===== src/design/rpf_pkg.sv =====
// Shared widths, register codes and payload types for the repulsive potential field block.
package rpf_pkg;

    localparam int LANES     = 3;
    localparam int POS_W     = 24;
    localparam int DIFF_W    = 25;
    localparam int MAG_W     = 25;
    localparam int SQ1_W     = 49;
    localparam int SQ_W      = 50;
    localparam int ROOT_W    = 25;
    localparam int REM_W     = 26;
    localparam int STR_W     = 16;
    localparam int CFG_W     = 23;
    localparam int CFG_IDX_W = 2;
    localparam int DIST_W    = 26;
    localparam int DMAG_W    = 23;
    localparam int GAP_W     = 24;
    localparam int SGAP_W    = 40;
    localparam int DC_W      = 46;
    localparam int DL_W      = 48;
    localparam int DL_LO_W   = 24;
    localparam int PP_W      = 70;
    localparam int DEN_W     = 94;
    localparam int NUM_W     = 65;
    localparam int Q_W       = 33;
    localparam int ACC_W     = 32;

    localparam logic [STR_W-1:0] STRENGTH_RST = 16'd328;
    localparam logic [CFG_W-1:0] CUTOFF_RST   = 23'd6554;
    localparam logic [CFG_W-1:0] RADIUS_RST   = 23'd66;

    localparam logic [Q_W-1:0]   LIM_POS = 33'h0_7FFF_FFFF;
    localparam logic [Q_W-1:0]   LIM_NEG = 33'h0_8000_0000;
    localparam logic [ACC_W-1:0] ACC_MAX = 32'h7FFF_FFFF;
    localparam logic [ACC_W-1:0] ACC_MIN = 32'h8000_0000;

    typedef enum logic [CFG_IDX_W-1:0] {
        CFG_STRENGTH = 2'd0,
        CFG_CUTOFF   = 2'd1,
        CFG_RADIUS   = 2'd2
    } t_cfg_idx;

    typedef struct packed {
        logic [LANES-1:0]            neg;
        logic [LANES-1:0][MAG_W-1:0] mag;
    } t_geo;

    typedef struct packed {
        logic             in_range;
        logic             zero_len;
        logic             on_surf;
        logic [LANES-1:0] neg;
        logic [LANES-1:0] nz;
    } t_fin;

    typedef struct packed {
        logic signed [ACC_W-1:0] accel_x;
        logic signed [ACC_W-1:0] accel_y;
        logic signed [ACC_W-1:0] accel_z;
        logic                    in_range;
        logic                    saturated;
    } t_rsp;

endpackage


===== src/design/rpf_sqrt.sv =====
// Pipelined integer square root, one root bit per stage.
module rpf_sqrt import rpf_pkg::*; (
    input  logic              i_clk,
    input  logic              i_rst_n,
    input  logic              i_en,
    input  logic              i_valid,
    input  logic [SQ_W-1:0]   i_rad,
    input  t_geo              i_geo,
    output logic              o_valid,
    output logic [ROOT_W-1:0] o_root,
    output t_geo              o_geo
);

    logic [REM_W-1:0]  r_rem  [ROOT_W];
    logic [ROOT_W-1:0] r_root [ROOT_W];
    logic [SQ_W-1:0]   r_rad  [ROOT_W];
    t_geo              r_geo  [ROOT_W];
    logic              r_v    [ROOT_W];

    for (genvar k = 0; k < ROOT_W; k++) begin : g_stage
        logic [REM_W-1:0]  p_rem;
        logic [ROOT_W-1:0] p_root;
        logic [SQ_W-1:0]   p_rad;
        t_geo              p_geo;
        logic              p_v;
        logic [REM_W+1:0]  trial;
        logic [REM_W+1:0]  tsub;
        logic              fit;
        logic [REM_W-1:0]  n_rem;
        logic [ROOT_W-1:0] n_root;

        if (k == 0) begin : g_first
            assign p_rem  = '0;
            assign p_root = '0;
            assign p_rad  = i_rad;
            assign p_geo  = i_geo;
            assign p_v    = i_valid;
        end else begin : g_next
            assign p_rem  = r_rem[k-1];
            assign p_root = r_root[k-1];
            assign p_rad  = r_rad[k-1];
            assign p_geo  = r_geo[k-1];
            assign p_v    = r_v[k-1];
        end

        always_comb begin
            trial  = {p_rem, p_rad[SQ_W-1 -: 2]};
            tsub   = {1'b0, p_root, 2'b01};
            fit    = trial >= tsub;
            n_rem  = fit ? REM_W'(trial - tsub) : REM_W'(trial);
            n_root = {p_root[ROOT_W-2:0], fit};
        end

        always_ff @(posedge i_clk) begin
            if (!i_rst_n) begin
                r_v[k] <= 1'b0;
            end else if (i_en) begin
                r_v[k] <= p_v;
            end
            if (i_en) begin
                r_rem[k]  <= n_rem;
                r_root[k] <= n_root;
                r_rad[k]  <= {p_rad[SQ_W-3:0], 2'b00};
                r_geo[k]  <= p_geo;
            end
        end
    end

    assign o_valid = r_v[ROOT_W-1];
    assign o_root  = r_root[ROOT_W-1];
    assign o_geo   = r_geo[ROOT_W-1];

endmodule


===== config.mk =====
export PLATFORM = sky130hd
export DESIGN_NAME = rpf_sqrt
export DESIGN_NICKNAME = d
export VERILOG_FILES = /design/src/design/rpf_pkg.sv /design/src/design/rpf_sqrt.sv
export SDC_FILE = /design/constraint.sdc
export NUM_CORES = 2
export LEC_CHECK = 0
export BUFFER_PORTS_ARGS = -buffer_cell sky130_fd_sc_hd__buf_2
export CORE_MARGIN = 1
export CORE_UTILIZATION = 60
export DETAILED_ROUTE_END_ITERATION = 7
export PLACE_DENSITY = 0.74
export SYNTH_ARGS = -nofsm -noshare
export SYNTH_HDL_FRONTEND = slang
export SYNTH_MEMORY_MAX_BITS = 65536
export SYNTH_SLANG_ARGS = --single-unit

===== constraint.sdc =====
create_clock -name i_clk -period 4.8 [get_ports i_clk]
set_input_delay 0.24 -clock i_clk [delete_from_list [all_inputs] [get_ports i_clk]]
set_output_delay 0.24 -clock i_clk [all_outputs]
set_load 0.01 [all_outputs]

==> metrics.txt <==
# TYPE chip_impl_metric gauge
chip_impl_info{name="outcome",value="finished, violations left"} 1
chip_impl_info{name="violations",value="design-rule violations"} 1
chip_impl_metric{name="yosysTopAreaCellShare",unit="%"} 80.9
chip_impl_metric{name="cts.htree.levels",unit=""} 5
chip_impl_info{name="regToRegStartpoint",value="r_rem[0][112]"} 1
chip_impl_metric{name="clock_path_buffers",unit=""} 4
chip_impl_metric{name="ys_ff_latch",unit=""} 3489
chip_impl_metric{name="number_of_enable_type_register_cells_in_the_synthesized_netlist",unit=""} 3488
chip_impl_metric{name="clkTransAtPathRegs",unit="ns"} 0.06
chip_impl_metric{name="skew",unit="ns"} 0.0952
chip_impl_metric{name="fraction_of_layout_instances_using_a_drive_strength_above_1",unit="%"} 10.5
chip_impl_info{name="min_path_type",value="in2reg"} 1
chip_impl_info{name="min_from",value="i_rad[6]"} 1
chip_impl_metric{name="post-dp-hpwl",unit="um"} 127000
chip_impl_metric{name="power.internal",unit="mW"} 55.3
chip_impl_info{name="critical_path_start_end_classification",value="reg2reg"} 1
chip_impl_metric{name="postCtsSetupRepairBufs",unit=""} 0
chip_impl_metric{name="post_synth.cell_area_avg",unit="sq um"} 17.6
chip_impl_metric{name="synth.net_count",unit=""} 7830
chip_impl_metric{name="final-instance-count-excl-fill",unit=""} 11300
chip_impl_metric{name="cap_viol_max_count",unit=""} 0
chip_impl_metric{name="post_synth_num_cell_types",unit=""} 84
chip_impl_metric{name="place.port_buffers",unit=""} 235
chip_impl_metric{name="area_delta_synth_final",unit="%"} 14.6
chip_impl_metric{name="clock_sink_count",unit=""} 3489
chip_impl_metric{name="hold_slack",unit="ns"} 0.0756
chip_impl_metric{name="worstMarginPinSlew",unit="ns"} 1.13
chip_impl_metric{name="netSwitchingFraction",unit="%"} 23.2
chip_impl_metric{name="max-vdd-ir-drop",unit="mV"} 0.560
chip_impl_metric{name="floorplan.core_area",unit="sq mm"} 0.215
chip_impl_info{name="cts_tree",value="done"} 1
chip_impl_metric{name="worst-r2r-cell-count",unit=""} 9
chip_impl_metric{name="final_report_setup_violation_count",unit=""} 0
chip_impl_metric{name="reg2reg_slack",unit="ns"} 0.96
chip_impl_metric{name="critPathMaxFanout",unit=""} 17
chip_impl_metric{name="layout.nets",unit=""} 8656
chip_impl_metric{name="globalRouteTotalUtil",unit="%"} 20.2
chip_impl_metric{name="hold_buffers",unit=""} 247
chip_impl_info{name="synth.top_cells.by_area",value="edfxtp_1 (81%), ha_1 (3.4%), xnor2_1 (1.7%), xor2_1 (1.6%), inv_1 (1.3%)"} 1
chip_impl_metric{name="met3_length",unit="um"} 8600
chip_impl_metric{name="maxClockFrequency",unit="MHz"} 260
chip_impl_info{name="crit_path_top_delay_cell",value="or4b_1"} 1
chip_impl_info{name="synthFlopType",value="edfxtp_1"} 1
chip_impl_info{name="worst_setup_path_start",value="r_rem[0][112]"} 1
chip_impl_metric{name="final-hold-violation-count",unit=""} 0
chip_impl_metric{name="met2WireLength",unit="um"} 118000
chip_impl_info{name="final_cell_mix",value="edfxtp_1 (3488), inv_1 (444), clkbuf_16 (358)"} 1
chip_impl_metric{name="gp_congestion",unit=""} 0.901
chip_impl_metric{name="numPlacedInstances",unit=""} 10400
chip_impl_metric{name="layout.filler_cells",unit=""} 13300
chip_impl_metric{name="synth_cells",unit=""} 7346
chip_impl_metric{name="initial_core_util",unit="%"} 60.3
chip_impl_metric{name="p_comb_share",unit="%"} 10.2
chip_impl_metric{name="async_reset_ff_share",unit="%"} 0
chip_impl_metric{name="routed-via-count",unit=""} 61800
chip_impl_metric{name="die_w",unit="um"} 467
chip_impl_metric{name="finalSetupTns",unit="ns"} 0
chip_impl_info{name="critical_path.cell_chain",value="nor3_1, nand2b_1, or3_1, or4_1, or4b_1, nand3_1, or4_1, nor3_1, xor2_1"} 1
chip_impl_info{name="cp-start-kind",value="flip-flop"} 1
chip_impl_info{name="cp-end-kind",value="flip-flop"} 1
chip_impl_metric{name="synth.cell_area",unit="sq mm"} 0.129
chip_impl_info{name="layout_commonest_cell",value="edfxtp_1"} 1
chip_impl_info{name="cts-root-buf",value="clkbuf_16"} 1
chip_impl_metric{name="max-slew-margin-rel",unit="%"} 24.5
chip_impl_info{name="highest_metal_used",value="met4"} 1
chip_impl_metric{name="global_route.overflow_total",unit=""} 0
chip_impl_metric{name="routed_wl",unit="um"} 219000
chip_impl_metric{name="detail_route.vias_per_cell",unit=""} 5.49
chip_impl_metric{name="routedWlPerCell",unit="um"} 19.4
chip_impl_info{name="rr_endpoint",value="r_rem[0][155]"} 1
chip_impl_metric{name="ant_nets",unit=""} 0
chip_impl_info{name="synthDominantAreaCellType",value="edfxtp_1"} 1
chip_impl_metric{name="grt_pass1_vias",unit=""} 63600
chip_impl_metric{name="die_y",unit="um"} 467
chip_impl_metric{name="synth_seq_area_share",unit="%"} 80.9
chip_impl_metric{name="final_max_slew_viol_count",unit=""} 0
chip_impl_metric{name="clock_insertion_delay_worst_skew",unit="ns"} 0.95
chip_impl_metric{name="first_pass_grt_wire_length",unit="um"} 344000
chip_impl_metric{name="cts_made_buffers",unit=""} 354
chip_impl_metric{name="grt_start_max_net_pins",unit=""} 171
chip_impl_metric{name="detailedRoute.firstPassIterationCount",unit=""} 8
chip_impl_metric{name="seq_power_share",unit="%"} 52.8
chip_impl_metric{name="wirelength_met1",unit="um"} 87000
chip_impl_metric{name="yosys_warnings",unit=""} 0
chip_impl_metric{name="number_of_antenna_violations_at_the_first_check_in_global_routing",unit=""} 2
chip_impl_metric{name="total_power",unit="mW"} 72.0
chip_impl_metric{name="power-per-cell-area",unit="mW/mm^2"} 485
chip_impl_metric{name="drt_drc_violations_left",unit=""} 3
chip_impl_metric{name="dr.first_iter.drc_count",unit=""} 4428
chip_impl_metric{name="static-leakage-power",unit="nW"} 54.4
chip_impl_metric{name="min_period",unit="ns"} 3.84
chip_impl_metric{name="worstPathRequired",unit="ns"} 5.48
chip_impl_metric{name="row_count",unit=""} 170
chip_impl_info{name="rsz0062_at_grt",value="no"} 1
chip_impl_info{name="hold_path_end",value="r_rad[0][6]"} 1
chip_impl_metric{name="slowest_delay",unit="ns"} 0.84
chip_impl_metric{name="power.switching",unit="mW"} 16.7
chip_impl_metric{name="fin_crit_sh",unit="%"} 80.1
chip_impl_metric{name="clock_share_of_power",unit="%"} 37.0
chip_impl_metric{name="io_pins",unit=""} 236
chip_impl_metric{name="cts_repair_resize_count",unit=""} 0
chip_impl_metric{name="timing.critical_path.arrival",unit="ns"} 4.52
chip_impl_metric{name="hold_depth",unit=""} 2
chip_impl_metric{name="dieArea",unit="sq mm"} 0.218
registers in the layout, summed over array words and instances, names as in the netlist:
name    cells
r_root    325
r_rem     589
r_v        25
r_rad     600
r_geo    1950
worst max-delay path, delay by kind of cell (launching register included):
| family | cells | cell delay, ns |
|---|---|---|
| flip-flops | 1 | 0.44 |
| XOR/XNOR | 1 | 0.15 |
| AND/OR/NAND/NOR | 8 | 3.00 |
power by group through the flow:
| stage | combinational [mW] | clock [mW] | sequential (mW) |
|---|---|---|---|
| 3_3_place_gp | 6.97 | 0 | 38.5 |
| 6_report | 7.35 | 26.6 | 38.1 |
| 3_5_place_dp | 7.11 | 0 | 38.6 |
| 4_1_cts | 7.33 | 27.3 | 38.1 |
| 5_1_grt | 8.14 | 28.4 | 38.3 |
| 2_1_floorplan | 4.95 | 0 | 38.1 |
synthesized netlist by cell type, drive strengths merged (11+ instances only):
library cell / instances
a2111oi: 11
a211oi: 21
a21boi: 13
a21o: 134
a21oi: 330
a31oi: 25
and2: 18
and3: 52
clkbuf: 93
edfxtp: 3488
ha: 352
inv: 447
mux2: 52
mux2i: 11
nand2: 357
nand2b: 68
nand3: 78
nand3b: 18
nand4: 55
nor2: 300
nor2b: 52
nor3: 123
nor4: 79
o211ai: 21
o21a: 52
o21ai: 283
o21bai: 30
o31ai: 27
or2: 31
or3: 60
or4: 29
xnor2: 257
xor2: 230
routing by layer:
metal / up-vias / global-route usage (%)
li1: 29600 / -
met4: 0 / 6.48
met1: 30400 / 24.1
met3: 444 / 3.35
met2: 1365 / 37.1
met5: - / 0
how the worst max path moves through the flow:
| stage | to | slack, ns | cells after the start |
|---|---|---|---|
| after floorplan | r_rem[1][129] | 1.49 | 11 |
| after global placement | r_rem[0][155] | 1.09 | 9 |
| after detailed placement | r_rem[0][155] | 1.01 | 9 |
| after CTS | r_rem[0][155] | 1.01 | 9 |
| after global routing | r_rem[2][129] | 0.64 | 11 |
| final | r_rem[0][155] | 0.96 | 9 |
area by class of cell:
| class | instances | area, sq um | area share [%] |
|---|---|---|---|
| inverters | 447 | 1680 | 1.13 |
| diodes | 2 | 5.00 | 0.00337 |
| multi-input cells | 3311 | 22700 | 15.3 |
| repair buffers | 569 | 4630 | 3.12 |
| clock inverters | 192 | 1890 | 1.28 |
| flip-flops and latches | 3489 | 105000 | 70.6 |
| well taps | 2838 | 3550 | 2.39 |
| clock buffers | 422 | 9200 | 6.20 |
cell families (layout without fill, tap and decap cells):
| family | Yosys count | count (layout) | synth area share [%] |
|---|---|---|---|
| mux | 63 | 63 | 0.537 |
| xor+xnor | 487 | 487 | 3.29 |
| flops | 3489 | 3489 | 80.9 |
| simple gates | 1364 | 1364 | 5.28 |
| fa+ha+maj | 352 | 352 | 3.40 |
| other cells | 1 | 3 | 0.00290 |
| compound gates | 1044 | 1044 | 4.99 |
| buf+inv | 546 | 1630 | 1.58 |
per-stage QoR:
step | area [sq um] | utilization, % | setup WS, ns
after global placement | 135000 | 62.8 | 1.09
after CTS | 148000 | 69.1 | 1.01
after floorplan | 129000 | - | 1.49
final | 148000 | 69.1 | 0.955
after global routing | 148000 | 69.1 | 0.643
after detailed placement | 135000 | 62.8 | 1.01
(Power assumes the default switching activity.)
